[src/hdl/trtbm_pkg.sv]
// Shared widths, register indexes, color codes and types for the two-rate token bucket meter.
package trtbm_pkg;

  // Field and state widths
  localparam int TS_W       = 48;
  localparam int LEN_W      = 16;
  localparam int RATE_W     = 32;
  localparam int TOK_W      = 32;
  localparam int EARN_W     = 64;
  localparam int COLOR_W    = 2;
  localparam int CFG_IDX_W  = 3;
  localparam int CFG_DATA_W = 32;

  // Fraction bits of the rate (0..32)
  localparam int RATE_FRAC_BITS = 16;

  // Partial product widths of timestamp * rate
  localparam int TS_LO_W   = 32;
  localparam int TS_HI_W   = TS_W - TS_LO_W;
  localparam int PLO_W     = TS_LO_W + RATE_W;
  localparam int PHI_W     = TS_HI_W + RATE_W;
  localparam int PROD_W    = EARN_W + 32;

  // Configuration register indexes
  localparam logic [CFG_IDX_W-1:0] REG_METER_ENABLE      = 3'd0;
  localparam logic [CFG_IDX_W-1:0] REG_METER_MODE        = 3'd1;
  localparam logic [CFG_IDX_W-1:0] REG_FIRST_INFO_RATE   = 3'd2;
  localparam logic [CFG_IDX_W-1:0] REG_FIRST_BURST_SIZE  = 3'd3;
  localparam logic [CFG_IDX_W-1:0] REG_SECOND_INFO_RATE  = 3'd4;
  localparam logic [CFG_IDX_W-1:0] REG_SECOND_BURST_SIZE = 3'd5;

  // Result colors
  localparam logic [COLOR_W-1:0] COLOR_CONFORM     = 2'd0;
  localparam logic [COLOR_W-1:0] COLOR_EXCEED_FIRST  = 2'd1;
  localparam logic [COLOR_W-1:0] COLOR_EXCEED_SECOND = 2'd2;

  // Cost of one packet in packet mode
  localparam logic [LEN_W-1:0] PACKET_COST = 16'd1;

  // Per-bucket control from the top level
  typedef struct packed {
    logic check;   // apply one packet to the bucket
    logic refill;  // burst register write
  } bucket_ctl_t;

endpackage

[src/hdl/trtbm_bucket.sv]
// One token bucket: token count and earned total, refill on burst write, check per packet.
module trtbm_bucket (
  input  logic                             clk,
  input  logic                             rst_n,
  input  trtbm_pkg::bucket_ctl_t           ctl,
  input  logic [trtbm_pkg::TOK_W-1:0]      burst,
  input  logic [trtbm_pkg::TOK_W-1:0]      refill_value,
  input  logic [trtbm_pkg::EARN_W-1:0]     now_earned,
  input  logic [trtbm_pkg::LEN_W-1:0]      cost,
  output logic                             pass
);

  logic [trtbm_pkg::TOK_W-1:0]  tokens_r, tokens_nxt;
  logic [trtbm_pkg::EARN_W-1:0] earned_r, earned_nxt;
  logic [trtbm_pkg::EARN_W-1:0] gain;
  logic                         forward;
  logic [trtbm_pkg::TOK_W:0]    sum;
  logic [trtbm_pkg::TOK_W-1:0]  capped;
  logic [trtbm_pkg::TOK_W-1:0]  cost_w;

  // Earn tokens since the last check; time going backwards earns nothing
  always_comb begin
    forward    = (now_earned >= earned_r);
    gain       = forward ? (now_earned - earned_r) : '0;
    earned_nxt = forward ? now_earned : earned_r;
  end

  // Add the gain and cap at the burst size
  always_comb begin
    sum = {1'b0, tokens_r} + {1'b0, gain[trtbm_pkg::TOK_W-1:0]};
    if (gain >= {{(trtbm_pkg::EARN_W-trtbm_pkg::TOK_W){1'b0}}, burst}) begin
      capped = burst;
    end else if (sum > {1'b0, burst}) begin
      capped = burst;
    end else begin
      capped = sum[trtbm_pkg::TOK_W-1:0];
    end
  end

  // Take the cost if the bucket holds enough
  always_comb begin
    cost_w     = {{(trtbm_pkg::TOK_W-trtbm_pkg::LEN_W){1'b0}}, cost};
    pass       = (capped >= cost_w);
    tokens_nxt = pass ? (capped - cost_w) : capped;
  end

  // Hold bucket state; refill on burst write, advance on check
  always_ff @(posedge clk) begin
    if (!rst_n) begin
      tokens_r <= '0;
      earned_r <= '0;
    end else if (ctl.refill) begin
      tokens_r <= refill_value;
      earned_r <= '0;
    end else if (ctl.check) begin
      tokens_r <= tokens_nxt;
      earned_r <= earned_nxt;
    end
  end

endmodule

[config.mk]
export PLATFORM = sky130hd
export DESIGN_NAME = trtbm_bucket
export DESIGN_NICKNAME = d
export VERILOG_FILES = /design/src/hdl/trtbm_pkg.sv /design/src/hdl/trtbm_bucket.sv
export SDC_FILE = /design/constraint.sdc
export NUM_CORES = 1
export LEC_CHECK = 0
export BUFFER_PORTS_ARGS = -buffer_cell sky130_fd_sc_hd__buf_4
export CORE_ASPECT_RATIO = 1.4
export CORE_MARGIN = 2
export CORE_UTILIZATION = 60
export CTS_CLUSTER_DIAMETER = 60
export DETAILED_ROUTE_END_ITERATION = 7
export GPL_ROUTABILITY_DRIVEN = 0
export PLACE_DENSITY = 0.8
export SLEW_MARGIN = 0
export SYNTH_ARGS = -nofsm -noshare
export SYNTH_HDL_FRONTEND = slang
export SYNTH_SLANG_ARGS = --single-unit
[constraint.sdc]
create_clock -name clk -period 18.65 [get_ports clk]
set_input_delay 2.7975 -clock clk [delete_from_list [all_inputs] [get_ports clk]]
set_output_delay 2.7975 -clock clk [all_outputs]
set_load 0.02 [all_outputs]
# == Word-level counts from Yosys, hierarchy flattened ==
# Index checks and enable logic that the tools add are counted.
# word_totals
ramBits,0
latch_bits,0
out_inout_bits,1
word_cells,19
n_memories,0
regBits,96
input_bits,148
romBits,0
# classes
eq_ne,0
n_div,0
multipliers,0
bitwise_logic,1
n_reduce_logical,3
order_cmp,4
n_addsub,3
n_mux,6
shift,0
# op_table
operator,count
$mux 32,5
$ge 64x32->1,1
$ge 64x64->1,1
$mux 64,1
$sub 64x64->64,1
$add 32x32->33,1
$gt 33x32->1,1
$ge 32x16->1,1
$sub 32x16->32,1
$reduce_and 2->1,1
$reduce_bool 2->1,1
$reduce_or 2->1,1
$not 1->1,1

# == Depth between registers and ports, before layout ==
# Gate-level depths: netlist of the first run.
# depth
depth_word,10
mapped_depth,61
depth_no_buf,56

# == Least setup slack after synthesis of the first run ==
# OpenSTA, ideal clock, no wires.
# synth_path
path_kind,input to output
from,input now_earned[0] (netlist name)
to,output pass
arrival_ns,12.744
slack_ns,3.109
path_buffers,7
required_time_ns,15.852
path_stages,57
path_cell_list,inv_1 ha_1 inv_1 fa_1 nand3_1 a21oi_1 o21ai_0 a21oi_2 o21ai_2 and2_1 clkbuf_1 clkbuf_1 buf_1 nor2_1 ha_1 clkbuf_1 a21o_1 a21o_1 (+21 left out) buf_1 clkbuf_1 o21ai_0 fa_1 nand2_1 nand2_1 a21oi_1 o21ai_0 a21oi_1 o21ai_0 a21oi_1 nor2_1 nor2_1 o21ai_0 a221oi_2 nand2_2 nor2_2 inv_1
# synth_between
elab_chain_cells,7
word_cells_on_any_way,9
classes_between,add/sub: 2; order compare: 4; mux: 3
# synth_rtl
item,line,source
"start, declared",trtbm_bucket.sv:8,"input logic [trtbm_pkg::EARN_W-1:0] now_earned,"
$sub 64x64->64 / $ge 64x64->1 (equally long branches),"trtbm_bucket.sv:24, trtbm_bucket.sv:23",
$mux 64 *,trtbm_bucket.sv:24,gain = forward ? (now_earned - earned_r) : '0;
$add 32x32->33,trtbm_bucket.sv:30,"sum = {1'b0, tokens_r} + {1'b0, gain[trtbm_pkg::TOK_W-1:0]};"
$gt 33x32->1,trtbm_bucket.sv:33,"end else if (sum > {1'b0, burst}) begin"
$mux 32,trtbm_bucket.sv:33,
$mux 32 *,trtbm_bucket.sv:31,"if (gain >= {{(trtbm_pkg::EARN_W-trtbm_pkg::TOK_W){1'b0}}, burst}) begin"
$ge 32x16->1 *,trtbm_bucket.sv:43,pass = (capped >= cost_w);
"end, declared",trtbm_bucket.sv:10,output logic pass
# Every way passes the cells marked *; elsewhere a longest branch is shown, timed or not.

# == Worst setup path in the final report of the first run ==
# layout_path
from,input now_earned[51] (netlist name)
to,output pass
# layout_between
elab_chain_cells,7
word_cells_on_any_way,9
classes_between,add/sub: 2; order compare: 4; mux: 3
# layout_rtl
item,line,source
$ge 64x64->1,trtbm_bucket.sv:23,forward = (now_earned >= earned_r);
$mux 64 *,trtbm_bucket.sv:24,
$add 32x32->33,trtbm_bucket.sv:30,
$gt 33x32->1,trtbm_bucket.sv:33,
$mux 32,trtbm_bucket.sv:33,
$mux 32 *,trtbm_bucket.sv:31,
$ge 32x16->1 *,trtbm_bucket.sv:43,
# Marks and branches as above.

==> results of run 1 <==
## worst min-delay path: cells and delay by family, from the launching register on
family | cells | cell delay (ns)
AOI/OAI and AO/OA | 1 | 0.05
DFF | 1 | 0.31
and+or+nand+nor | 1 | 0.05
## state kept, by name, summed over array words and instances (netlist names)
signal / cells
tokens_r: 32
earned_r: 64
## power by group through the flow
stage	clock, mW	sequential, mW	combinational (mW)
finish	0.190	0.227	0.660
global route	0.200	0.228	0.716
CTS	0.191	0.226	0.636
detailed placement	0	0.231	0.632
global placement	0	0.231	0.619
floorplan	0	0.226	0.464
## cell usage after synthesis, types with 29 or more instances
cell	n	area, µm²
nand2_1	270	1013
a21oi_1	245	1226
ha_1	170	2127
inv_1	159	596.8
nor2_1	143	536.8
o21ai_0	118	590.6
dfxtp_1	96	1922
nand4_1	77	481.7
clkbuf_1	76	285.3
xnor2_1	64	560.5
a21o_1	62	465.5
nand3_1	47	235.2
nor3_1	36	180.2
a31oi_1	30	187.7
xor2_1	29	254.0
## timing repair
item,4_1_cts,5_1_grt
setup buffers,0,0
setup endpoints to repair,0,1
gates resized for setup,0,1
## cell families (layout without fill, tap and decap cells)
logic type | Yosys count | after routing
AOI/OAI and AO/OA | 680 | 680
xor gates and xnor gates | 93 | 93
adders and majority gates | 176 | 176
buffers and inverters | 274 | 331
DFF | 96 | 96
muxes | 32 | 32
and+or+nand+nor | 711 | 711
## per-layer routing
layer  up-vias  track usage [%]  routed length, µm
li1       7575                -                  -
met1      7464            41.01              17390
met2       963            68.89              23370
met3       302            7.307               3788
met4         0            29.83               4298
met5         -                0                  0
## per-stage QoR
step	cells	util, %	power (mW)
after floorplan	2062	-	0.6907
after global placement	2409	65.28	0.8496
after detailed placement	2409	65.28	0.8631
after CTS	2425	66.50	1.054
after global routing	2425	66.50	1.144
final	2425	66.50	1.078
## final cells by class
type	instances	area, µm²	share of cell area [%]
clock buffer	10	239.0	1.549
inverter	159	596.8	3.867
timing repair buffer	156	1171	7.589
clock inverter	6	43.79	0.2838
sequential	96	1922	12.45
multi-input combinational	1692	11080	71.78
tap	306	382.9	2.481
## path summary, 6_finish.rpt
check                               startpoint           end  slack [ns]
worst max register to register    earned_r[54]  tokens_r[13]        6.10
worst min-delay path              earned_r[51]  earned_r[51]        0.45
worst max-delay path            now_earned[51]          pass        1.17
worst min register to register    earned_r[51]  earned_r[51]        0.45
==> key figures, run 1 <==
Run status
  – Result of the run: completed

STA
  – Endpoints failing setup: 0
  – Setup TNS: 0 ns
  – Worst slack on hold paths: between 0.4 and 0.5 ns
  – Setup repair after global routing missed its margin: no
  – Count of pins over their slew limit: 0
  – Peak Freq: between 50 and 60 MHz
  – Period utilization: approximately 94%
  – Worst clock skew on the final layout: between 0.01 and 0.015 ns
  – Slew at the pin with the worst max-slew slack: 0.8839 ns
  – Slew margin rel.: 40.45%
  – Count of endpoints failing hold in the final timing report: 0
  – Post-layout minimum cycle time: between 15 and 20 ns
  – Post-route setup slack: approximately 1.2 ns

Power
  – P per Cell Area: 69.82 nW/µm²
  – Worst ir drop on vdd: between 0.05 and 0.06 mV
  – Switching fraction of total power: between 40 and 50%
  – NetSw: 511.8 µW
  – Leakage power summed over all cells: roughly 6.6 nW
  – Internal Power: between 500 and 600 µW
  – Clock network fraction of total power: around 18%
  – Share of total power in sequential cells: between 20% and 30%
  – Share of total power in combinational logic: about three fifths

Layout
  – Post-route standard cell area excluding fillers: ~15000 µm²
  – Commonest non-fill, non-tap cells in the layout: nand2_1, a21oi_1, ha_1
  – Filler Cells Inserted: 2109
  – Number of antenna diodes: 0
  – Leading cell type in the layout, fill and taps excluded: nand2_1
  – Final-stage net count: around 2400
  – Synth-to-Final Area Change: 9.402%
  – Fraction of layout instances using a drive strength above 1: between 10% and 20%

Synthesis
  – Mapped Cells: 2062
  – Count of flip-flops with a built-in enable after synthesis: 0
  – Library cells used by synthesis: 91
  – Async SR Flop Fraction: 0%
  – Fraction of synthesized cell area in xor and xnor cells: under 10%
  – Area fraction in compound gates after synthesis: 30.49%
  – Share of synthesized cell area in and, or, nand and nor gates: about a quarter
  – Commonest register cell after synthesis: dfxtp_1
  – Summed instance area of the synthesized netlist: around 14000 µm²
  – Post-synthesis average cell area: between 6 and 7 µm²
  – Sequential area share after synthesis: a little over an eighth
  – Mux share of post-synthesis cell area: between 2 and 2.5%
  – Dominant combinational cell family by area after synthesis: compound AO/OA/AOI/OAI gates
  – Synthesized flop and latch total: 96
  – Synth Net Count: ~2400
  – Adder and majority gate portion of the synthesized area: 15.73%
  – Number of warning messages in the yosys log: 0

Detailed routing
  – Detailed-route DRC error count: 0
  – Iteration count of the initial detailed-routing pass: 6
  – DRT iter0 DRCs: roughly 1500
  – Remaining antenna violation count after routing: 0
  – Detailed Route WL: 48840 µm
  – Via-per-instance ratio: a little under 7
  – Wirelength per Cell: a little over 20 µm
  – Total number of vias: around 16000

Place
  – # port buffers: about 150
  – Total placed instance area: approximately 15000 µm²
  – DP Worst Slack: around 1.2 ns
  – Detailed placement HPWL: about 39000 µm

Job
  – Number of maximum-capacitance constraint violations: 0

GRT
  – Number of antenna violations at the first check in global routing: 0
  – Vias in the first global route: about 16000
  – Total global routing track utilization: around 39%
  – Global-route wire length before repair: 77670 µm
  – Largest net degree at the start of global routing: 66
  – Residual overflow from global routing: 0

CTS
  – Post-CTS clock slew at the launch and capture registers of the worst setup and hold paths: 0.07 ns
  – Number of buffers on the longest clock path: 2
  – Number of buffers inserted during clock tree synthesis: 9
  – Root buffer cell: clkbuf_16
  – Worst skew pair latency: around 0.38 ns
  – H-tree depth: 3
  – Sink Count: 96
  – Clock tree from TritonCTS: yes
  – Hold-fix buffers at CTS: 0

Worst hold path
  – Hold-critical path depth: 2
  – Path category of the worst min-delay check: reg -> reg

Setup path
  – Most used cell, CP: a21oi_1
  – Worst setup path category: in -> out
  – Depth of the critical timing path with buffers and inverters included: 52
  – Delay-heaviest family, CP: compound AO/OA/AOI/OAI gates
  – Biggest cell delay along the critical path: ~0.59 ns
  – Element type at the critical path start: input port
  – Worst Reg2Reg Path Length in Cells: 53
  – Data required, critical path: between 15 and 20 ns
  – Category of the worst setup path capture point: primary output
  – Data arrival time of the critical path: ~15 ns
  – Bufs and invs on worst path: 5
  – CP max stage cell: and2_2
  – Maximum fanout along the worst path: 32

Floorplan
  – Count of pins on the block boundary: approximately 150
  – Total number of placement rows: 66
  – Area enclosed by the die boundary: approximately 25000 µm²
  – Starting utilization of the core area: ~61%
  – Die width: between 100 and 150 µm
  – Die Y: about 190 µm
  – Placeable core region: around 23000 µm²
Note: power is estimated with default switching activity, not from simulation.
==> run 2: changes to the inputs <==
- CORE_MARGIN: 2 -> 1
- clock period: 18.65 -> 20.8 ns (I/O delays scaled with it)
==> run 2 against run 1 <==
Against the previous run: first-iteration DRC count rose by 7.2%; cell count barely moved; setup slack improved by 0.49 ns; critical path type unchanged; clock skew rose by 0.0023 ns; clock-buffer cell count fell by 1; global-route usage rose by 1.2 points; the run now ends with design-rule violations left; flip-flop and latch count did not move; power fell by 8.8%; combinational power fell by 10%.
==> key figures, run 2 (synthesis gave the netlist of run 1 again) <==
Layout
  – Fraction of layout instances using a drive strength above 1: 10.95% (-0.089 points)
  – Registers with the most flip-flops: earned_r (64), tokens_r (32)
  – Largest register FFs: 64 (unchanged)
  – Register with the highest flop count: earned_r
  – Final std cells w/o fill: 2424 (-0.041%)
  – Leading cell type in the layout, fill and taps excluded: nand2_1
  – Synth-to-Final Area Change: 9.482% (about the same)
  – Number of antenna diodes: 0 (unchanged)
  – Post-route standard cell area excluding fillers: 15440 µm² (about the same)
  – Commonest non-fill, non-tap cells in the layout: nand2_1, a21oi_1, ha_1
  – Final-stage net count: 2434 (-0.041%)

Floorplan
  – Starting utilization of the core area: 61.01% (+0.22 points)
  – Area enclosed by the die boundary: 24140 µm² (-2.6%)
  – Placeable core region: 23120 µm² (-0.36%)
  – Count of pins on the block boundary: 149 (unchanged)
  – Total number of placement rows: 66 (unchanged)
  – Die width: 131.6 µm (-1.5%)
  – Die Y: 183.4 µm (-1.1%)

STA
  – Slew at the pin with the worst max-slew slack: 1.106 ns (+0.2224 ns)
  – Post-route setup slack: 1.660 ns (+0.4896 ns)
  – Slew margin rel.: 26.25% (-14 points)
  – Setup TNS: 0 ns (unchanged)
  – Count of endpoints failing hold in the final timing report: 0 (unchanged)
  – Post-layout minimum cycle time: roughly 19 ns
  – Period utilization: 92.02%
  – Count of pins over their slew limit: 0 (unchanged)
  – Setup repair after global routing missed its margin: no
  – Worst clock skew on the final layout: 0.01644 ns (+0.002278 ns)
  – Endpoints failing setup: 0 (unchanged)
  – Peak Freq: ~52 MHz

CTS
  – Sink Count: 96 (unchanged)
  – Number of buffers inserted during clock tree synthesis: 9 (unchanged)
  – Hold-fix buffers at CTS: 0 (unchanged)
  – Root buffer cell: clkbuf_16
  – Resized Gates After CTS: 0 (unchanged)
  – Post-CTS clock slew at the launch and capture registers of the worst setup and hold paths: 0.07 ns (about the same)
  – Postcts setup bufs: 0 (unchanged)
  – Worst skew pair latency: 0.39 ns (about the same)
  – Number of buffers on the longest clock path: 2 (unchanged)
  – Clock tree from TritonCTS: yes
  – H-tree depth: 3 (unchanged)

Detailed routing
  – Via-per-instance ratio: 6.714 (-0.14%)
  – Remaining antenna violation count after routing: 0 (unchanged)
  – Iteration count of the initial detailed-routing pass: 8 (+2)
  – Wirelength per Cell: 20.31 µm (+0.82%)
  – Total number of vias: 16280 (-0.18%)
  – Detailed Route WL: 49220 µm (+0.78%)
  – DRT iter0 DRCs: 1600 (+7.2%)
  – Detailed-route DRC error count: 4 (+4)

GRT
  – Global-route wire length before repair: 77540 µm (-0.17%)
  – Vias in the first global route: 15660 (+0.86%)
  – Largest net degree at the start of global routing: 66 (unchanged)
  – Number of antenna violations at the first check in global routing: 0 (unchanged)
  – Total global routing track utilization: 40.21% (+1.2 points)
  – Residual overflow from global routing: 0 (unchanged)

Power
  – Share of total power in sequential cells: 20.7% (-0.3 points)
  – Worst ir drop on vdd: 0.05027 mV (-14%)
  – Clock network fraction of total power: 18.9% (+1.2 points)
  – Share of total power in combinational logic: 60.5% (-0.8 points)
  – NetSw: 466.1 µW (-8.9%)
  – P per Cell Area: 63.62 nW/µm² (-8.9%)
  – Leakage power summed over all cells: 6.601 nW (about the same)
  – Switching fraction of total power: 47.44% (-0.055 points)
  – Internal Power: 516.4 µW (-8.7%)

Setup path
  – Data required, critical path: 17.68 ns (+1.83 ns)
  – Data arrival time of the critical path: 16.02 ns (+1.34 ns)
  – Maximum fanout along the worst path: 32 (unchanged)
  – Element type at the critical path start: input port
  – Biggest cell delay along the critical path: 0.93 ns (+0.34 ns)
  – CP max stage cell: o211a_1
  – Worst setup path category: in -> out
  – Category of the worst setup path capture point: primary output

Place
  – DP Worst Slack: 2.575 ns (+1.379 ns)
  – Detailed placement HPWL: 38630 µm (+0.15%)
  – Total placed instance area: 15140 µm² (about the same)
  – Placed cells: 2408 (-0.042%)
  – # port buffers: 148 (unchanged)

Worst hold path
  – Path category of the worst min-delay check: reg -> reg

Job
  – Number of maximum-capacitance constraint violations: 0 (unchanged)

Run status
  – Result of the run: complete, but fails checks
  – Violated checks: design-rule violations
-- run 2: cell types whose count changed in the layout (fill, tap and decap cells not counted) --
cell       before  now
and2_1         12   13
clkinv_4        2    1
bufinv_16       0    1
clkbuf_8        1    0
clkinv_2        2    1
buf_4         156  155
and2_2          1    0
inv_6           1    3
-- run 2: power by group through the flow --
stage | sequential [mW] | clock (mW) | combinational (mW)
detailed placement | 0.207 | 0 | 0.568
floorplan | 0.203 | 0 | 0.416
CTS | 0.203 | 0.186 | 0.572
global route | 0.204 | 0.193 | 0.642
global placement | 0.207 | 0 | 0.557
finish | 0.203 | 0.185 | 0.594
-- run 2: final cells by class --
| cell class | count | area, µm² |
|---|---|---|
| Clock buffer | 9 | 225.2 |
| Clock inverter | 7 | 77.57 |
| Inverter | 159 | 596.8 |
| Timing Repair Buffer | 155 | 1164 |
| Fill cell | 2162 | 7679 |
| Tap cell | 306 | 382.9 |
| Sequential cell | 96 | 1922 |
| Multi-Input combinational cell | 1692 | 11080 |
-- run 2: stage by stage --
stage,util (%),hold WS (ns),total power [mW]
after floorplan,-,0.4363,0.6193
after global placement,65.48,0.4416,0.7634
after detailed placement,65.48,0.4465,0.7754
after CTS,66.79,0.4570,0.9612
after global routing,66.79,0.4728,1.038
final,66.79,0.4555,0.9825
-- run 2: metal layers --
metal / up-vias / track usage (%) / part of all wire [%]
li1: 7568 / - / -
met1: 7371 / 41.00 / 35
met4: 0 / 35.26 / 9.4
met2: 1017 / 70.81 / 47
met5: - / 0 / 0
met3: 319 / 7.361 / 8.5
-- run 2: critical path: cells and delay by family --
family                   cells  cell delay [ns]
adder cells (fa/ha/maj)      4             1.64
AO/OA/AOI/OAI               28             6.62
XOR/XNOR                     1             0.20
AND/OR/NAND/NOR             13             3.53
buffers and inverters        4             0.88
-- run 2: final timing paths --
check                       from  cells after the start  slack, ns           end
setup / recovery  now_earned[29]                     50       1.66          pass
hold / removal      earned_r[49]                      2       0.46  earned_r[49]
setup reg to reg    earned_r[29]                     51       7.32   tokens_r[0]
hold reg to reg     earned_r[49]                      2       0.46  earned_r[49]
